$ cat src/rtl/slip_pkg.sv
// Shared constants and types of the slot ID pool allocator.
`timescale 1ns / 1ps

package slip_pkg;

    // Field widths
    localparam int REQ_W = 2;
    localparam int ID_W  = 8;
    localparam int CNT_W = 9;

    // Largest id space the 8-bit slot field can address
    localparam int ID_SPACE = 256;

    // Default pool depth
    localparam int DEF_MAX_SLOTS = 256;

    // Reset value of the capacity register
    localparam logic [CNT_W-1:0] CAP_RESET = 9'd256;

    // Request codes
    localparam logic [REQ_W-1:0] REQ_ALLOC = 2'd0;
    localparam logic [REQ_W-1:0] REQ_FREE  = 2'd1;
    localparam logic [REQ_W-1:0] REQ_CHECK = 2'd2;

    // Status codes
    localparam logic [1:0] ST_OK       = 2'd0;
    localparam logic [1:0] ST_FULL     = 2'd1;
    localparam logic [1:0] ST_INVALID  = 2'd2;
    localparam logic [1:0] ST_NOT_USED = 2'd3;

    // Control group from the sequencer to the bitmap store
    typedef struct packed {
        logic rd_en;
        logic wr_en;
        logic wr_data;
    } map_cmd_t;

endpackage

$ cat src/rtl/slip_map.sv
// Used-bitmap store: one-bit memory with per-entry valid flags and a registered read.
`timescale 1ns / 1ps

module slip_map import slip_pkg::*;
#(
    parameter int DEPTH = DEF_MAX_SLOTS,
    parameter int IDX_W = $clog2(DEPTH)
)
(
    input  logic             clk,
    input  logic             rst_n,
    input  map_cmd_t         cmd,
    input  logic [IDX_W-1:0] rd_addr,
    input  logic [IDX_W-1:0] wr_addr,
    output logic             rd_used
);

    logic             used_mem [DEPTH];
    logic [DEPTH-1:0] valid_reg;
    logic             rd_mem_reg;
    logic             rd_valid_reg;
    logic             rd_zero_reg;

    // Mark an entry written; unwritten entries read as free
    always_ff @(posedge clk or negedge rst_n)
    begin
        if (!rst_n)
        begin
            valid_reg <= '0;
        end
        else if (cmd.wr_en)
        begin
            valid_reg[wr_addr] <= 1'b1;
        end
    end

    // Write the bit and register the read word
    always_ff @(posedge clk)
    begin
        if (cmd.wr_en)
        begin
            used_mem[wr_addr] <= cmd.wr_data;
        end
        if (cmd.rd_en)
        begin
            rd_mem_reg   <= used_mem[rd_addr];
            rd_valid_reg <= valid_reg[rd_addr];
            rd_zero_reg  <= (rd_addr == '0);
        end
    end

    // Slot zero is always live
    assign rd_used = rd_zero_reg | (rd_valid_reg & rd_mem_reg);

endmodule

$ cat src/rtl/slip_step.sv
// Step unit: advance a slot candidate by one, wrapping to slot one at capacity.
`timescale 1ns / 1ps

module slip_step import slip_pkg::*;
(
    input  logic [CNT_W-1:0] cur,
    input  logic [CNT_W-1:0] cap,
    output logic [CNT_W-1:0] nxt
);

    logic [CNT_W-1:0] sum;

    // Increment, then wrap past the top of the pool
    assign sum = cur + CNT_W'(1);
    assign nxt = (sum >= cap) ? CNT_W'(1) : sum;

endmodule

$ cat src/rtl/slot_id_pool_allocator.sv
// Top level of the slot ID pool allocator: sequencer, registers and ports.
`timescale 1ns / 1ps
//
// Slot ID pool allocator over a used-bitmap, slot zero reserved.
// Input words arrive on the s_ channel: s_tuser carries the request kind
// (allocate, free, check) and s_tdata the slot id. One result word per
// request leaves on the m_ channel: m_tuser carries the status, m_tdata the
// result id and the used count after the request.
// Free and check pass from acceptance through S_START, a bitmap read in
// S_EVAL and S_FINISH into the output register behind m_tvalid; rejected
// requests (full pool, bad id, unknown kind) skip S_EVAL. An allocate stays
// in S_EVAL while it probes slots from the search hint (1 up to the capacity
// less one), one bitmap read per cycle through the step unit. s_tready is high
// only while the sequencer is idle, so one request is in work at a time.
// The result sits in an output register: the next request is accepted
// while it waits, and when m_tready is low the finished result of that next
// request holds until the register frees up.
// Reset clears the bitmap (per-entry valid flags clear at once, no sweep),
// sets the used count and hint to one and the capacity register to 256.
// pool_capacity is written over APB at address 0; the user must write it
// only while the block is idle, as the block itself does not enforce this.

module slot_id_pool_allocator import slip_pkg::*;
#(
    parameter int MAX_SLOTS = DEF_MAX_SLOTS
)
(
    input  logic        clk,
    input  logic        rst_n,
    // Request channel
    input  logic        s_tvalid,
    output logic        s_tready,
    input  logic [7:0]  s_tdata,    // [7:0] slot_id
    input  logic [1:0]  s_tuser,    // [1:0] req_type
    // Result channel
    output logic        m_tvalid,
    input  logic        m_tready,
    output logic [23:0] m_tdata,    // [7:0] result_id, [16:8] used_count, [23:17] zero
    output logic [1:0]  m_tuser,    // [1:0] status
    // Configuration port
    input  logic        psel,
    input  logic        penable,
    input  logic        pwrite,
    input  logic [2:0]  paddr,
    input  logic [31:0] pwdata,
    output logic [31:0] prdata,
    output logic        pready
);

    localparam int MAP_DEPTH = (MAX_SLOTS < ID_SPACE) ? MAX_SLOTS : ID_SPACE;
    localparam int IDX_W     = $clog2(MAP_DEPTH);
    localparam logic [2:0] ADDR_CAP = 3'd0;

    typedef enum logic [3:0] {
        S_IDLE   = 4'b0001,
        S_START  = 4'b0010,
        S_EVAL   = 4'b0100,
        S_FINISH = 4'b1000
    } state_t;

    state_t           state_reg, state_next;
    logic [REQ_W-1:0] req_reg;
    logic [ID_W-1:0]  id_reg;
    logic [CNT_W-1:0] cur_reg, cur_next;
    logic [CNT_W-1:0] hint_reg, hint_next;
    logic [CNT_W-1:0] total_reg, total_next;
    logic [CNT_W-1:0] cap_reg;
    logic [1:0]       res_status_reg, res_status_next;
    logic [ID_W-1:0]  res_id_reg, res_id_next;
    logic             out_valid_reg;
    logic [1:0]       out_status_reg;
    logic [ID_W-1:0]  out_id_reg;
    logic [CNT_W-1:0] out_count_reg;

    logic [CNT_W-1:0] cap_eff;
    logic [CNT_W-1:0] start_slot;
    logic [CNT_W-1:0] step_nxt;
    logic [CNT_W-1:0] id_ext;
    logic             in_fire;
    logic             out_load;
    logic             cfg_write;
    logic             rd_used;
    map_cmd_t         map_cmd;
    logic [IDX_W-1:0] rd_addr;
    logic [IDX_W-1:0] wr_addr;

    // Handshakes
    assign in_fire   = s_tvalid && s_tready;
    assign s_tready  = (state_reg == S_IDLE);
    assign out_load  = (state_reg == S_FINISH) && (!out_valid_reg || m_tready);
    assign cfg_write = psel && penable && pwrite && pready && (paddr == ADDR_CAP);

    // Effective capacity and search start
    assign cap_eff    = (cap_reg > CNT_W'(MAP_DEPTH)) ? CNT_W'(MAP_DEPTH) : cap_reg;
    assign start_slot = (hint_reg == '0 || hint_reg >= cap_eff) ? CNT_W'(1) : hint_reg;
    assign id_ext     = {1'b0, id_reg};

    // Step unit of the allocate search
    slip_step u_step (
        .cur (cur_reg),
        .cap (cap_eff),
        .nxt (step_nxt)
    );

    // Bitmap store
    slip_map #(
        .DEPTH (MAP_DEPTH),
        .IDX_W (IDX_W)
    ) u_map (
        .clk     (clk),
        .rst_n   (rst_n),
        .cmd     (map_cmd),
        .rd_addr (rd_addr),
        .wr_addr (wr_addr),
        .rd_used (rd_used)
    );

    // Sequencer
    always_comb
    begin
        state_next      = state_reg;
        cur_next        = cur_reg;
        hint_next       = hint_reg;
        total_next      = total_reg;
        res_status_next = res_status_reg;
        res_id_next     = res_id_reg;
        map_cmd         = '0;
        rd_addr         = id_reg[IDX_W-1:0];
        wr_addr         = id_reg[IDX_W-1:0];
        case (state_reg)
            S_IDLE:
            begin
                if (in_fire)
                begin
                    state_next = S_START;
                end
            end
            S_START:
            begin
                res_status_next = ST_INVALID;
                res_id_next     = '0;
                state_next      = S_FINISH;
                case (req_reg)
                    REQ_ALLOC:
                    begin
                        if (total_reg >= cap_eff)
                        begin
                            res_status_next = ST_FULL;
                        end
                        else
                        begin
                            cur_next      = start_slot;
                            rd_addr       = start_slot[IDX_W-1:0];
                            map_cmd.rd_en = 1'b1;
                            state_next    = S_EVAL;
                        end
                    end
                    REQ_FREE:
                    begin
                        if (id_reg != '0 && id_ext < cap_eff)
                        begin
                            map_cmd.rd_en = 1'b1;
                            state_next    = S_EVAL;
                        end
                    end
                    REQ_CHECK:
                    begin
                        if (id_ext < cap_eff)
                        begin
                            map_cmd.rd_en = 1'b1;
                            state_next    = S_EVAL;
                        end
                    end
                    default:
                    begin
                        res_status_next = ST_INVALID;
                    end
                endcase
            end
            S_EVAL:
            begin
                state_next = S_FINISH;
                case (req_reg)
                    REQ_ALLOC:
                    begin
                        if (rd_used)
                        begin
                            // Probe the next slot, data back next cycle
                            cur_next      = step_nxt;
                            rd_addr       = step_nxt[IDX_W-1:0];
                            map_cmd.rd_en = 1'b1;
                            state_next    = S_EVAL;
                        end
                        else
                        begin
                            wr_addr         = cur_reg[IDX_W-1:0];
                            map_cmd.wr_en   = 1'b1;
                            map_cmd.wr_data = 1'b1;
                            total_next      = total_reg + CNT_W'(1);
                            hint_next       = cur_reg + CNT_W'(1);
                            res_status_next = ST_OK;
                            res_id_next     = cur_reg[ID_W-1:0];
                        end
                    end
                    REQ_FREE:
                    begin
                        if (rd_used)
                        begin
                            map_cmd.wr_en   = 1'b1;
                            map_cmd.wr_data = 1'b0;
                            if (total_reg != '0)
                            begin
                                total_next = total_reg - CNT_W'(1);
                            end
                            if (id_ext < hint_reg)
                            begin
                                hint_next = id_ext;
                            end
                            res_status_next = ST_OK;
                            res_id_next     = id_reg;
                        end
                        else
                        begin
                            res_status_next = ST_NOT_USED;
                            res_id_next     = '0;
                        end
                    end
                    default:
                    begin
                        // Check of a slot in range
                        res_status_next = rd_used ? ST_OK : ST_NOT_USED;
                        res_id_next     = rd_used ? id_reg : '0;
                    end
                endcase
            end
            S_FINISH:
            begin
                if (out_load)
                begin
                    state_next = S_IDLE;
                end
            end
            default:
            begin
                state_next = S_IDLE;
            end
        endcase
    end

    // Control state
    always_ff @(posedge clk or negedge rst_n)
    begin
        if (!rst_n)
        begin
            state_reg     <= S_IDLE;
            hint_reg      <= CNT_W'(1);
            total_reg     <= CNT_W'(1);
            cap_reg       <= CAP_RESET;
            out_valid_reg <= 1'b0;
        end
        else
        begin
            state_reg <= state_next;
            hint_reg  <= hint_next;
            total_reg <= total_next;
            if (cfg_write)
            begin
                cap_reg <= pwdata[CNT_W-1:0];
            end
            if (out_load)
            begin
                out_valid_reg <= 1'b1;
            end
            else if (m_tready)
            begin
                out_valid_reg <= 1'b0;
            end
        end
    end

    // Payload registers
    always_ff @(posedge clk)
    begin
        if (in_fire)
        begin
            req_reg <= s_tuser;
            id_reg  <= s_tdata;
        end
        cur_reg        <= cur_next;
        res_status_reg <= res_status_next;
        res_id_reg     <= res_id_next;
        if (out_load)
        begin
            out_status_reg <= res_status_reg;
            out_id_reg     <= res_id_reg;
            out_count_reg  <= total_reg;
        end
    end

    // Result word
    assign m_tvalid = out_valid_reg;
    assign m_tuser  = out_status_reg;
    assign m_tdata  = {7'd0, out_count_reg, out_id_reg};

    // Register read back
    assign pready = 1'b1;
    assign prdata = (paddr == ADDR_CAP) ? {23'd0, cap_reg} : 32'd0;

endmodule

$ cat config.mk
export PLATFORM = sky130hd
export DESIGN_NAME = slot_id_pool_allocator
export DESIGN_NICKNAME = d
export VERILOG_FILES = /design/src/rtl/slip_pkg.sv /design/src/rtl/slip_map.sv /design/src/rtl/slip_step.sv /design/src/rtl/slot_id_pool_allocator.sv
export SDC_FILE = /design/constraint.sdc
export NUM_CORES = 1
export LEC_CHECK = 0
export BUFFER_PORTS_ARGS = -buffer_cell sky130_fd_sc_hd__clkbuf_2
export CORE_ASPECT_RATIO = 1.1
export CORE_MARGIN = 3
export CORE_UTILIZATION = 50
export CTS_CLUSTER_DIAMETER = 120
export DETAILED_ROUTE_END_ITERATION = 8
export GPL_TIMING_DRIVEN = 0
export PLACE_DENSITY_LB_ADDON = 0.05
export SLEW_MARGIN = 20
export SYNTH_ARGS = -nofsm -noshare
export SYNTH_HDL_FRONTEND = slang
export SYNTH_HIERARCHICAL = 1
export SYNTH_SLANG_ARGS = --single-unit
$ cat constraint.sdc
create_clock -name clk -period 8.58 [get_ports clk]
set_input_delay 2.574 -clock clk [delete_from_list [all_inputs] [get_ports clk]]
set_output_delay 2.574 -clock clk [all_outputs]
set_load 0.02 [all_outputs]
==> results of run 1 <==
==> area by class of cell <==
class	count	area [µm²]
multi-input combinational	1296	9780
timing repair buffer	65	453
clock inverter	27	324
clock buffer	87	1810
buffer	133	736
fill	4353	22300
inverter	39	146
sequential	595	16400
tap	675	845
==> placed cells by master (no fill, tap or decap), types with 15 or more instances in the layout <==
cell	netlist	routed
sky130_fd_sc_hd__o21ai_0	24	24
sky130_fd_sc_hd__a22oi_1	18	18
sky130_fd_sc_hd__or2_2	257	257
sky130_fd_sc_hd__clkbuf_1	60	69
sky130_fd_sc_hd__clkbuf_8	0	15
sky130_fd_sc_hd__clkbuf_16	0	63
sky130_fd_sc_hd__a22o_1	15	15
sky130_fd_sc_hd__mux4_2	117	117
sky130_fd_sc_hd__nor2b_1	18	18
sky130_fd_sc_hd__a21oi_1	49	49
sky130_fd_sc_hd__dfrtp_1	284	284
sky130_fd_sc_hd__buf_2	21	24
sky130_fd_sc_hd__buf_4	39	38
sky130_fd_sc_hd__mux2i_1	45	45
sky130_fd_sc_hd__conb_1	2	31
sky130_fd_sc_hd__inv_1	36	36
sky130_fd_sc_hd__edfxtp_1	307	307
sky130_fd_sc_hd__nor2_1	303	301
sky130_fd_sc_hd__nand3_1	60	60
sky130_fd_sc_hd__nand2_1	89	89
sky130_fd_sc_hd__ha_1	50	50
sky130_fd_sc_hd__mux2_2	15	15
sky130_fd_sc_hd__clkbuf_2	0	58
==> cells by family after synthesis <==
| logic type | synth area share (%) |
|---|---|
| simple gates | 15.2 |
| flops | 60.9 |
| compound gates | 4.85 |
| mux | 12.6 |
| buf+inv | 3.23 |
| fa+ha+maj | 2.39 |
| xor+xnor | 0.747 |
| other cells | 0.0279 |
==> final timing paths <==
| kind | start | end | slack [ps] | cells after the start |
|---|---|---|---|---|
| max | cap_reg[8] | u_map/rd_mem_reg | 1840 | 17 |
| max in group asynchronous | rst_n | u_map/valid_reg[89] | 5390 | 3 |
| min in group asynchronous | rst_n | cap_reg[4] | 1950 | 1 |
| min | res_id_reg[4] | out_id_reg[4] | 420 | 0 |
| min reg2reg | res_id_reg[4] | out_id_reg[4] | 420 | 0 |
| max reg2reg | cap_reg[8] | u_map/rd_mem_reg | 1840 | 17 |
==> per-layer routing <==
metal	track usage (%)	up-vias	routed length, µm
li1	-	7596	-
met1	37.1	9170	31000
met2	46.6	689	38900
met3	4.19	144	5180
met4	10.0	0	2820
met5	0	-	0
==> synthesized netlist by cell type (4+ instances only) <==
cell	number
sky130_fd_sc_hd__buf_4	39
sky130_fd_sc_hd__nor2_1	303
sky130_fd_sc_hd__a21oi_1	49
sky130_fd_sc_hd__mux2_2	15
sky130_fd_sc_hd__o2111ai_1	4
sky130_fd_sc_hd__nor2b_1	18
sky130_fd_sc_hd__mux2_1	9
sky130_fd_sc_hd__buf_2	21
sky130_fd_sc_hd__a221oi_1	9
sky130_fd_sc_hd__mux4_2	117
sky130_fd_sc_hd__nand2b_1	12
sky130_fd_sc_hd__or2_2	257
sky130_fd_sc_hd__buf_1	6
sky130_fd_sc_hd__buf_6	7
sky130_fd_sc_hd__nor4_1	4
sky130_fd_sc_hd__dfstp_2	4
sky130_fd_sc_hd__nand4_1	14
sky130_fd_sc_hd__o21ai_1	9
sky130_fd_sc_hd__xnor2_1	12
sky130_fd_sc_hd__ha_1	50
sky130_fd_sc_hd__mux2i_1	45
sky130_fd_sc_hd__edfxtp_1	307
sky130_fd_sc_hd__dfrtp_1	284
sky130_fd_sc_hd__a21o_1	4
sky130_fd_sc_hd__xor2_1	11
sky130_fd_sc_hd__a211o_1	4
sky130_fd_sc_hd__clkbuf_1	60
sky130_fd_sc_hd__or3_1	4
sky130_fd_sc_hd__inv_1	36
sky130_fd_sc_hd__nor3_1	9
sky130_fd_sc_hd__a22o_1	15
sky130_fd_sc_hd__nand3_1	60
sky130_fd_sc_hd__a22oi_1	18
sky130_fd_sc_hd__nand2_1	89
sky130_fd_sc_hd__and2_1	14
sky130_fd_sc_hd__o211ai_1	13
sky130_fd_sc_hd__a31oi_1	10
sky130_fd_sc_hd__o21ai_0	24
==> per-stage QoR <==
step | util [%] | instances | area, µm² | worst slack (ps) | setup TNS (ps)
after global placement | 53.4 | 2796 | 28200 | -1730 | -477810
after CTS | 57.8 | 2917 | 30500 | 2000 | 0
final | 57.8 | 2917 | 30500 | 1840 | 0
after floorplan | - | 2063 | 27100 | 2710 | 0
after global routing | 57.8 | 2917 | 30500 | 1640 | 0
after detailed placement | 53.7 | 2803 | 28400 | 1980 | 0
==> power groups by stage <==
stage          Combinational [µW]  Clock [µW]  Sequential [µW]
3_3_place_gp                 1790           0             3250
3_5_place_dp                 1830           0             3250
6_report                     1850        2780             3200
5_1_grt                      1950        2950             3200
2_1_floorplan                1170           0             3200
4_1_cts                      1830        2830             3190
==> metrics.txt, run 1 <==
share of the synthesized area in the top cell type=34.2%; fmax=0.148 GHz; clock-pin slew on the worst setup and hold paths=60 ps; number of synthesized flops with an enable pin=307; # setup viols final=0; main area contributors after synthesis=sky130_fd_sc_hd__edfxtp_1, sky130_fd_sc_hd__dfrtp_1, sky130_fd_sc_hd__mux4_2; cell accounting for the most synthesized area=sky130_fd_sc_hd__edfxtp_1; netlist area before placement=27000 µm²; number of standard cells after synthesis=2034; hold slack final=415 ps; maximum count of clock buffers along a single path=3; net switching power=2480 µW; Starting Density=51.0%; cts hold-fix bufs=0; level count of the clock H-tree=2; ratio of routed vias to standard cells=6.03; setup repair bufs after CTS=0; transition time at the pin with the least slew margin=1230 ps; Net Sw Frac=31.7%; Detailed Route Iter0 Violations=1842; unrepaired setup endpoints after global routing=false; Detail Route Antenna Nets=0; clock latency on the worst-skew pair=630 ps; Slowest Stage Delay on Critical Path=880 ps; drt first pass iters=6; total number of yosys warnings=6; Boundary Pins=113; Crit path max-delay family=buffers and inverters; total congestion overflow after global routing=0; capturing element type of the critical path=flip-flop; Num Clock Sinks=595; Max Cap Violations=0; Combinational Power Share=23.6%; initial antenna violation count=1; async set-or-reset flop fraction in the synthesized netlist=48.4%; share of cells above drive strength 1=29.2%; part of the total power dissipated in sequential elements=40.8%; internal power summed over all cells=5350 µW; worst max-slew margin expressed relative to the limit=17.9%; buffers added on ports=58; buffers and inverters on the worst path=4; Detailed Place HPWL=53.1 mm; Mapped Avg Cell Area=13.3 µm²; required time of the critical path=8890 ps; Die ar.=56800 µm²; Ant. Diodes=0; CTS tree=built; pwr dens=256 nW/µm²; prevailing post-synth register cell=sky130_fd_sc_hd__edfxtp_1; Chip Height=250 µm; status=finished, final reports clean; total clock buffers created by CTS=60; fin crit share=78.5%; critical path peak fanout=11; number of hold violations in the final report=0; Final Power=7820 µW; CTS root buf=sky130_fd_sc_hd__clkbuf_16; total routing usage reported by global routing=27.8%; pin count of the biggest net entering global routing=104; area inside the core boundary=52900 µm²; Setup Skew=12.4 ps; minimum clock period=6740 ps; arrival time worst endpoint=7050 ps; Final GP Congestion=0.911; final-stage net count=2293; horizontal extent of the die=227 µm; critical path type=flip-flop to flip-flop; Hold Crit Class=flip-flop to flip-flop; Routed WL=77.9 mm; startpoint type of the worst setup path=flip-flop; Max IR drop VDD=0.170 mV; Leak Pwr=0.0136 µW; number of register bits inferred by synthesis=595; count of instances resized after the clock tree is built=0; global-route wire length before repair=115 mm; # DRC=0; vias in the first global route=17.9k; Netlist cell types=79; Syn-to-layout area delta=13.2%; total number of vias=17.6k; num rows=88; Final Max Tran Viols=0; crit path cell chain=clkinv_1 > nand2_1 > ha_1 > a21oi_1 > o221ai_1 > a221oi_4 > and2_1 > nand3_2 > o211ai_1 > clkbuf_1 > buf_2 > clkbuf_1 > nor3_1 > a221oi_1 > o211ai_1 > o211ai_1 > nand4_1; cell with the largest stage delay on the worst path=sky130_fd_sc_hd__clkbuf_1; part of the total power dissipated in the clock network=35.6%; dominant cell type by count on the critical path=sky130_fd_sc_hd__o211ai_1; post-synthesis sequential area ratio=60.9%; post-DR wirelength/cell=26.7 µm
No activity file was read; power rests on OpenSTA's default activity.
==> run 2: changes to the inputs <==
==> constraint.sdc (replaced) <==
create_clock -name clk -period 6.46 [get_ports clk]
set_input_delay 1.938 -clock clk [delete_from_list [all_inputs] [get_ports clk]]
set_output_delay 1.938 -clock clk [all_outputs]
set_load 0.02 [all_outputs]
==> metrics.txt, run 2 (synthesis gave the netlist of run 1 again) <==
Syn-to-layout area delta=13.4% (was 13.2%); total congestion overflow after global routing=0 (unchanged); buffers added on ports=58 (unchanged); hold slack final=415 ps (about the same); Starting Density=51.0% (unchanged); Boundary Pins=113 (unchanged); critical path type=flip-flop to flip-flop (unchanged); Leak Pwr=0.0136 µW (about the same); fmax=0.158 GHz (was 0.148 GHz); Routed WL=77.6 mm (was 77.9 mm); Chip Height=250 µm (unchanged); clock latency on the worst-skew pair=620 ps (was 630 ps); Num Clock Sinks=595 (unchanged); minimum clock period=6320 ps (was 6740 ps); Final Max Tran Viols=0 (unchanged); Max Cap Violations=0 (unchanged); drt first pass iters=6 (unchanged); worst max-slew margin expressed relative to the limit=18.5% (was 17.9%); fin crit share=97.8% (was 78.5%); Detailed Route Iter0 Violations=1812 (was 1842); initial antenna violation count=1 (unchanged); Final GP Congestion=0.911 (unchanged); Ant. Diodes=0 (unchanged); status=finished, final reports clean (unchanged); post-DR wirelength/cell=26.6 µm (was 26.7 µm); worst setup margin=141 ps (was 1840 ps); number of hold violations in the final report=0 (unchanged); setup TNS=0 ps (unchanged); CTS root buf=sky130_fd_sc_hd__clkbuf_16 (unchanged); Max IR drop VDD=0.225 mV (was 0.170 mV); Hold Crit Class=flip-flop to flip-flop (unchanged); area inside the core boundary=52900 µm² (unchanged); total routing usage reported by global routing=27.7% (was 27.8%); total clock buffers created by CTS=60 (unchanged); ratio of routed vias to standard cells=6.03 (about the same); arrival time worst endpoint=6610 ps (was 7050 ps); final-stage net count=2294 (was 2293); unrepaired setup endpoints after global routing=false (unchanged); area occupied by registers=16400 µm² (unchanged); pin count of the biggest net entering global routing=104 (unchanged); maximum count of clock buffers along a single path=3 (unchanged); Setup Skew=12.9 ps (was 12.4 ps); total number of vias=17.6k (about the same); required time of the critical path=6750 ps (was 8890 ps); CTS tree=built (unchanged); commonest non-fill, non-tap cell in the layout=sky130_fd_sc_hd__edfxtp_1 (unchanged); clock-pin slew on the worst setup and hold paths=60 ps (about the same); setup slack after placement=-135 ps (was 1980 ps); commonest non-fill, non-tap cells in the layout=sky130_fd_sc_hd__edfxtp_1, sky130_fd_sc_hd__nor2_1, sky130_fd_sc_hd__dfrtp_1, sky130_fd_sc_hd__or2_2, sky130_fd_sc_hd__mux4_2 (unchanged); area used by multi-input combinational logic=9790 µm² (was 9780 µm²); global-route wire length before repair=115 mm (about the same); count of filler cells inserted in the layout=4356 (was 4353); level count of the clock H-tree=2 (unchanged); Detailed Place HPWL=53.1 mm (unchanged); transition time at the pin with the least slew margin=1220 ps (was 1230 ps); Detail Route Antenna Nets=0 (unchanged); vias in the first global route=17.8k (was 17.9k); num rows=88 (unchanged); # DRC=0 (unchanged); # setup viols final=0 (unchanged); startpoint type of the worst setup path=flip-flop (unchanged); horizontal extent of the die=227 µm (unchanged); pwr dens=340 nW/µm² (was 256 nW/µm²); share of cells above drive strength 1=29.6% (was 29.2%); Die ar.=56800 µm² (unchanged); capturing element type of the critical path=flip-flop (unchanged); critical path peak fanout=10 (was 11)
run 2: cell types whose count changed in the layout (fill, tap and decap cells not counted), sizes merged:
cell / delta
clkbuf: +6
clkinvlp: +1
clkinv: -1
buf: -5
run 2: path summary, 6_finish.rpt:
check	start	endpoint	slack [ps]	cells past startpoint
worst min-delay path	res_id_reg[4]	out_id_reg[4]	420	0
max in group asynchronous	rst_n	u_map/valid_reg[89]	3900	3
min in group asynchronous	rst_n	cap_reg[4]	1310	1
worst max register to register	cur_reg[1]	u_map/rd_valid_reg	140	21
worst min register to register	res_id_reg[4]	out_id_reg[4]	420	0
worst max-delay path	cur_reg[1]	u_map/rd_valid_reg	140	21
run 2: final cells by class:
class / instances / area share (%)
Buffer: 132 / 2.47
Clock buffer: 87 / 5.91
Clock inverter: 27 / 1.06
Inverter: 39 / 0.491
Multi-Input combinational cell: 1296 / 32.0
Sequential cell: 595 / 53.7
Tap cell: 675 / 2.76
Timing Repair Buffer: 67 / 1.53
run 2: worst max-delay path, cell delays in order (launching register included):
cell                        delay, ps
sky130_fd_sc_hd__edfxtp_1         570
sky130_fd_sc_hd__ha_1             290
sky130_fd_sc_hd__and4_1           240
sky130_fd_sc_hd__nand4_1          120
sky130_fd_sc_hd__xor2_1           250
sky130_fd_sc_hd__inv_1             70
sky130_fd_sc_hd__ha_1             290
sky130_fd_sc_hd__nand2_1           90
sky130_fd_sc_hd__nor2_2           370
sky130_fd_sc_hd__a21o_2           220
sky130_fd_sc_hd__a21oi_1           70
sky130_fd_sc_hd__and4_1           210
sky130_fd_sc_hd__a21oi_1          250
sky130_fd_sc_hd__buf_6            270
sky130_fd_sc_hd__buf_4            380
sky130_fd_sc_hd__buf_4            350
sky130_fd_sc_hd__inv_1            320
sky130_fd_sc_hd__a2bb2oi_1        220
sky130_fd_sc_hd__a21oi_1          340
sky130_fd_sc_hd__a22oi_1          160
sky130_fd_sc_hd__o311ai_1         550
sky130_fd_sc_hd__nand4_1          310
run 2: report_power, final:
| part | leakage, µW | internal [µW] | switching [µW] | total, µW |
|---|---|---|---|---|
| registers | 0.00738 | 4100 | 142 | 4240 |
| logic | 0.00515 | 823 | 1640 | 2460 |
| clock network | 0.00104 | 2190 | 1510 | 3700 |
run 2: what timing repair did:
action,CTS,global route
endpoints found under the setup margin,2,2
hold buffers,0,0
buffers inserted,0,2
pin swaps,0,0
resized for setup,2,17
run 2: layer usage:
layer / vias up / wire [µm] / global-route usage [%]
li1: 7597 / - / -
met1: 9146 / 31000 / 37.0
met2: 708 / 38900 / 46.7
met3: 132 / 5190 / 4.13
met4: 0 / 2560 / 9.38
met5: - / 0 / 0
run 2: metrics by stage:
stage / cells / cell area (µm²) / total power (µW) / utilization (%)
floorplan: 2063 / 27100 / 5800 / -
global placement: 2796 / 28200 / 6690 / 53.4
detailed placement: 2803 / 28400 / 6740 / 53.7
CTS: 2916 / 30500 / 10400 / 57.8
global route: 2918 / 30600 / 10800 / 57.8
finish: 2918 / 30600 / 10400 / 57.8
